<file path="src/rtl/u8dec_pkg.sv">
package u8dec_pkg;

   typedef struct packed {
      logic [7:0] data_byte;
      logic       text_end;
   } req_word_type;

   typedef struct packed {
      logic [20:0] code_point;
      logic [2:0]  source_bytes;
      logic        undecoded;
      logic        last_of_run;
      logic        end_of_text;
   } rsp_word_type;

   typedef struct packed {
      logic append;
      logic step;
   } cmd_type;

   typedef struct packed {
      logic       emit;
      logic       terminal;
      logic [2:0] count;
   } stat_type;

endpackage

</file>
<file path="src/rtl/u8dec_ctrl.sv">
module u8dec_ctrl (
   input  logic               clock,
   input  logic               reset,
   input  logic               req_valid,
   output logic               req_ready,
   output logic               rsp_valid,
   input  logic               rsp_ready,
   input  u8dec_pkg::stat_type stat,
   output u8dec_pkg::cmd_type  cmd
);

   typedef enum logic {
      ST_IDLE,
      ST_RUN
   } state_type;

   state_type state_ff;
   logic      rsp_valid_ff;
   logic      out_free;

   assign out_free   = !rsp_valid_ff || rsp_ready;
   assign req_ready  = (state_ff == ST_IDLE);
   assign rsp_valid  = rsp_valid_ff;
   assign cmd.append = req_valid && req_ready;
   assign cmd.step   = (state_ff == ST_RUN) && out_free;

   always_ff @(posedge clock) begin
      if (reset) begin
         state_ff     <= ST_IDLE;
         rsp_valid_ff <= 1'b0;
      end else begin
         if (cmd.step && stat.emit) begin
            rsp_valid_ff <= 1'b1;
         end else if (rsp_ready) begin
            rsp_valid_ff <= 1'b0;
         end
         case (state_ff)
            ST_IDLE: begin
               if (cmd.append) begin
                  state_ff <= ST_RUN;
               end
            end
            ST_RUN: begin
               if (cmd.step && stat.terminal) begin
                  state_ff <= ST_IDLE;
               end
            end
            default: begin
               state_ff <= ST_IDLE;
            end
         endcase
      end
   end

endmodule

</file>
<file path="src/rtl/u8dec_datapath.sv">
module u8dec_datapath (
   input  logic                   clock,
   input  logic                   reset,
   input  u8dec_pkg::cmd_type      cmd,
   output u8dec_pkg::stat_type     stat,
   input  u8dec_pkg::req_word_type req_word,
   output u8dec_pkg::rsp_word_type rsp_word
);

   logic [3:0][7:0]         buf_ff;
   logic [3:0][7:0]         buf_in;
   logic [2:0]              count_ff;
   logic [2:0]              count_in;
   logic                    end_ff;
   u8dec_pkg::rsp_word_type rsp_ff;
   u8dec_pkg::rsp_word_type res;

   logic [7:0]  lead;
   logic [7:0]  next_lead;
   logic [2:0]  len;
   logic [2:0]  next_len;
   logic [2:0]  shift;
   logic        bad;
   logic        trunc;
   logic        hold;
   logic        terminal;
   logic [20:0] cp;

   function automatic logic [2:0] lead_length(input logic [7:0] b);
      logic [2:0] l;
      if (b[7] == 1'b0) begin
         l = 3'd1;
      end else if (b[7:5] == 3'b110) begin
         l = 3'd2;
      end else if (b[7:4] == 4'b1110) begin
         l = 3'd3;
      end else if (b[7:3] == 5'b11110) begin
         l = 3'd4;
      end else begin
         l = 3'd0;
      end
      return l;
   endfunction

   always_comb begin
      lead  = buf_ff[0];
      len   = lead_length(lead);
      trunc = (len != 3'd0) && (len > count_ff);
      hold  = trunc && !end_ff;
      bad   = ((len >= 3'd2) && (buf_ff[1][7:6] != 2'b10)) ||
              ((len >= 3'd3) && (buf_ff[2][7:6] != 2'b10)) ||
              ((len == 3'd4) && (buf_ff[3][7:6] != 2'b10));
      case (len)
         3'd2:    cp = {10'd0, lead[4:0], buf_ff[1][5:0]};
         3'd3:    cp = {5'd0, lead[3:0], buf_ff[1][5:0], buf_ff[2][5:0]};
         3'd4:    cp = {lead[2:0], buf_ff[1][5:0], buf_ff[2][5:0], buf_ff[3][5:0]};
         default: cp = {13'd0, lead};
      endcase

      res.code_point   = {13'd0, lead};
      res.source_bytes = 3'd1;
      res.undecoded    = 1'b1;
      shift            = 3'd1;
      count_in         = count_ff - 3'd1;
      if (len == 3'd0) begin
         shift = 3'd1;
      end else if (trunc) begin
         res.source_bytes = count_ff;
         shift            = count_ff;
         count_in         = hold ? count_ff : 3'd0;
      end else if (!bad) begin
         res.code_point   = cp;
         res.source_bytes = len;
         res.undecoded    = 1'b0;
         shift            = len;
         count_in         = count_ff - len;
      end

      case (shift)
         3'd1:    next_lead = buf_ff[1];
         3'd2:    next_lead = buf_ff[2];
         default: next_lead = buf_ff[3];
      endcase
      next_len = lead_length(next_lead);
      terminal = hold || (count_in == 3'd0) ||
                 (!end_ff && (next_len != 3'd0) && (next_len > count_in));
      res.last_of_run = terminal;
      res.end_of_text = terminal && end_ff;

      buf_in = buf_ff >> {shift, 3'b000};
   end

   assign stat.emit     = !hold;
   assign stat.terminal = terminal;
   assign stat.count    = count_ff;
   assign rsp_word      = rsp_ff;

   always_ff @(posedge clock) begin
      if (reset) begin
         count_ff <= 3'd0;
      end else if (cmd.append) begin
         count_ff <= count_ff + 3'd1;
      end else if (cmd.step) begin
         count_ff <= count_in;
      end
   end

   always_ff @(posedge clock) begin
      if (cmd.append) begin
         buf_ff[count_ff[1:0]] <= req_word.data_byte;
         end_ff                <= req_word.text_end;
      end else if (cmd.step && !hold) begin
         buf_ff <= buf_in;
      end
      if (cmd.step && !hold) begin
         rsp_ff <= res;
      end
   end

endmodule

</file>
<file path="src/rtl/utf8_stream_decoder.sv">
// channel | direction | word                    | handshake
// req     | in        | data_byte, text_end     | req_valid / req_ready
// rsp     | out       | code point and flags    | rsp_valid / rsp_ready
//
// A word is taken only while the controller is idle; each following cycle
// with a free output register then issues one result into it or finds the
// sequence incomplete and holds it. A byte causes at most 4 results (when a
// bad continuation forces held bytes to be decoded again).
// The result loop stalls while the output register is full and not taken.
// Reset is synchronous and clears the held byte count and the controller.
module utf8_stream_decoder (
   input  logic                    clock,
   input  logic                    reset,
   input  logic                    req_valid,
   output logic                    req_ready,
   input  u8dec_pkg::req_word_type req_word,
   output logic                    rsp_valid,
   input  logic                    rsp_ready,
   output u8dec_pkg::rsp_word_type rsp_word
);

   u8dec_pkg::cmd_type  cmd;
   u8dec_pkg::stat_type stat;

   u8dec_ctrl u_ctrl (
      .clock     (clock),
      .reset     (reset),
      .req_valid (req_valid),
      .req_ready (req_ready),
      .rsp_valid (rsp_valid),
      .rsp_ready (rsp_ready),
      .stat      (stat),
      .cmd       (cmd)
   );

   u8dec_datapath u_datapath (
      .clock    (clock),
      .reset    (reset),
      .cmd      (cmd),
      .stat     (stat),
      .req_word (req_word),
      .rsp_word (rsp_word)
   );

`ifndef ASSERT_OFF
   a_ready_room: assert property (@(posedge clock) disable iff (reset)
      req_ready |-> (stat.count <= 3'd3))
      else $error("byte accepted with a full buffer");

   a_end_is_last: assert property (@(posedge clock) disable iff (reset)
      rsp_valid && rsp_word.end_of_text |-> rsp_word.last_of_run)
      else $error("end of text on a result that is not last");

   a_raw_byte: assert property (@(posedge clock) disable iff (reset)
      rsp_valid && rsp_word.undecoded |-> (rsp_word.code_point[20:8] == 13'd0))
      else $error("undecoded result wider than a byte");

   a_accept_run: assert property (@(posedge clock) disable iff (reset)
      req_valid && req_ready |=> !req_ready)
      else $error("accepted byte was not processed");
`endif

endmodule
</file>
<file path="config.mk">
export PLATFORM = sky130hd
export DESIGN_NAME = utf8_stream_decoder
export DESIGN_NICKNAME = d
export VERILOG_FILES = /design/src/rtl/u8dec_pkg.sv /design/src/rtl/u8dec_ctrl.sv /design/src/rtl/u8dec_datapath.sv /design/src/rtl/utf8_stream_decoder.sv
export SDC_FILE = /design/constraint.sdc
export NUM_CORES = 1
export LEC_CHECK = 0
export BUFFER_PORTS_ARGS = -buffer_cell sky130_fd_sc_hd__clkbuf_2
export CAP_MARGIN = 20
export CORE_AREA = 4 4 98 100
export CTS_CLUSTER_DIAMETER = 50
export DETAILED_ROUTE_END_ITERATION = 8
export DIE_AREA = 0 0 102 104
export GPL_TIMING_DRIVEN = 0
export PLACE_DENSITY = 0.69
export SYNTH_ARGS = -nofsm -noshare
export SYNTH_HDL_FRONTEND = slang
export SYNTH_SLANG_ARGS = --single-unit
</file>
<file path="constraint.sdc">
create_clock -name clock -period 3.85 [get_ports clock]
set_input_delay 0.1925 -clock clock [delete_from_list [all_inputs] [get_ports clock]]
set_output_delay 0.1925 -clock clock [all_outputs]
set_load 0.05 [all_outputs]
</file>
==> flow_summary.toml <==
[status]
status = "finished with violations"
violations = "setup timing"

[finish]
final_util = 0.574
layout-drive-gt1-share = 0.309
stdcell_count = 584
insertedDiodeCount = 0
finalNetCount = 495
nFillCells = 722
syn_to_final_growth_pct = 29.2

[synthesis]
yosysTopAreaCellShare = 0.468
synthCells = 384
synth_common_cells = "edfxtp_1, nand2_1, o21ai_0"
synthesis.area_sq_um = 3850
ys_warn_count = 0
yosysMostFrequentCell = "edfxtp_1"
synth_area_leaders = "edfxtp_1, nand2_1, o21ai_0"
ys.flop_type = "edfxtp_1"
synth_edf_count = 60
async_flop_share = 0
syn-num-nets = 408
yosysTopAreaCell = "edfxtp_1"
ys_ff_latch = 65
synth_area_per_cell_sq_um = 10.0
synth_seq_area_share = 0.494
synth_cell_types = 67

[floorplanning]
die_h_um = 104
start_util = 0.444
ios = 42
rows = 34
core_sq_um = 8680
die-area_sq_um = 10600
die_w_um = 102

[detailed_routing]
wl_per_cell_um = 19.1
routed_via_density = 6.08
drt-total-wl_mm = 11.1
dr_total_vias = 3551
drtPass1Iterations = 7
drt_iter0_markers = 346
drc = 0
ant_nets = 0

[global_route]
grt_overflow = 0
grt_pass1_vias = 3419
grt_first_pass_wirelength_mm = 17.1
gr-usage-all-layers = 0.203
grt_max_degree = 29
antenna_found_initial = 0

[placement]
gp_congestion = 0.942
portBuffers = 41
place_hpwl_mm = 7.40
dp_slack_ps = -827
place_inst = 533

[setup_path]
critical_path_arrival_ps = 4270
cp-end-kind = "flip-flop"
start_kind = "flip-flop"
cp_max_fo = 5
slowest_delay_ps = 470
crit_chain = "and3b_1, nand2b_4, ha_1, nand3b_1, a211o_1, o21bai_4, a221o_2, buf_4, nor2_1, a221o_1, and4_1, ha_1, o21a_1, o221ai_2, o21ai_2, a211oi_2"
cp.required_ps = 4130
slowest_stage = "edfxtp_1"
critPathBufInv = 1
path_class = "flip-flop to flip-flop"
crit_family = "compound AO/OA/AOI/OAI gates"
crit_top_cell = "ha_1"

[clock_network]
cts.sink_count = 65
numCtsBuffers = 9
ctsHoldBuffers = 0
cts_root_buf = "clkbuf_8"
cts_htree_levels = 3
clk_latency_ps = 360
cts_buffer_depth = 2
clkTransAtPathRegs_ps = 80
tritoncts = "done"

[timing]
layout_setup_ws_ps = -138
tightest_slew_ps = 660
timing.fmax_mhz = 251
drv_slew = 0
rsz0062_at_grt = "yes"
skew_ps = 6.82
setup_viol = 2
hold_slack_ps = 4.59
post-route-period-util = 1.04
max-slew-margin-rel = 0.560
hold_violations = 0
min_period_ps = 3990

[run]
max-cap-violations = 0

[hold_path]
hold_path_class = "input port to flip-flop"
-- area by class of cell --
| type | instances | area (sq um) | area share |
|---|---|---|---|
| multi-input combinational | 283 | 2070 | 0.415 |
| inverter | 15 | 56.3 | 0.0113 |
| sequential | 65 | 1900 | 0.382 |
| buffer | 19 | 91.3 | 0.0183 |
| tap | 108 | 135 | 0.0271 |
| timing repair buffer | 78 | 510 | 0.103 |
| clock inverter | 7 | 93.8 | 0.0188 |
| clock buffer | 9 | 124 | 0.0249 |
-- through the flow --
stage	instance area, sq um	TNS, ps
floorplan	3860	0
global placement	4200	-7580
detailed placement	4200	-10270
CTS	4810	0
global route	4980	-410
finish	4980	-218
-- layer usage --
metal / global-route usage / wire length (um)
met3: 0.0268 / 797
met4: 0.0975 / 436
met1: 0.258 / 4460
met2: 0.337 / 5440
met5: 0 / 0
-- what timing repair did --
action	in CTS	in global routing
pin swaps	24	29
resized for setup	37	14
setup buffers	28	9
endpoints found under the hold margin	0	0
setup endpoints to repair	27	19
-- final timing paths --
check / from / endpoint / slack (ps) / depth (start not counted)
worst max-delay path: u_datapath.lead[5] / u_ctrl.state_ff / -140 / 16
worst min register to register: u_ctrl.rsp_valid / u_ctrl.rsp_valid / 530 / 2
worst max register to register: u_datapath.lead[5] / u_ctrl.state_ff / -140 / 16
worst min-delay path: req_word[0] / u_datapath.end_ff / 5 / 1
-- sequential cells by signal (all words and copies together), names as in the netlist --
signal	flops
u_datapath.buf_ff	24
u_datapath.rsp_word	27
u_datapath.lead	8
u_datapath.count_ff	3
u_ctrl.state_ff	1
u_ctrl.rsp_valid	1
u_datapath.end_ff	1
-- cell families after synthesis --
kind of cell	share of synthesized area
compound gates	0.237
xor+xnor	0.00227
fa+ha+maj	0.0377
buf+inv	0.0406
flops	0.494
mux	0.0234
simple gates	0.165
-- layout by cell type, fill, tap and decap left out, drive strengths merged, types with 8 or more instances in the layout --
master / instances
a21oi: 28
a222oi: 11
a22o: 8
a22oi: 13
buf: 44
clkbuf: 61
edfxtp: 60
ha: 10
inv: 16
mux2i: 9
nand2: 57
nor2: 32
o21ai: 37
Power is not shown: default switching activity piles up to over one toggle a cycle in this logic, so the estimate is an artifact.
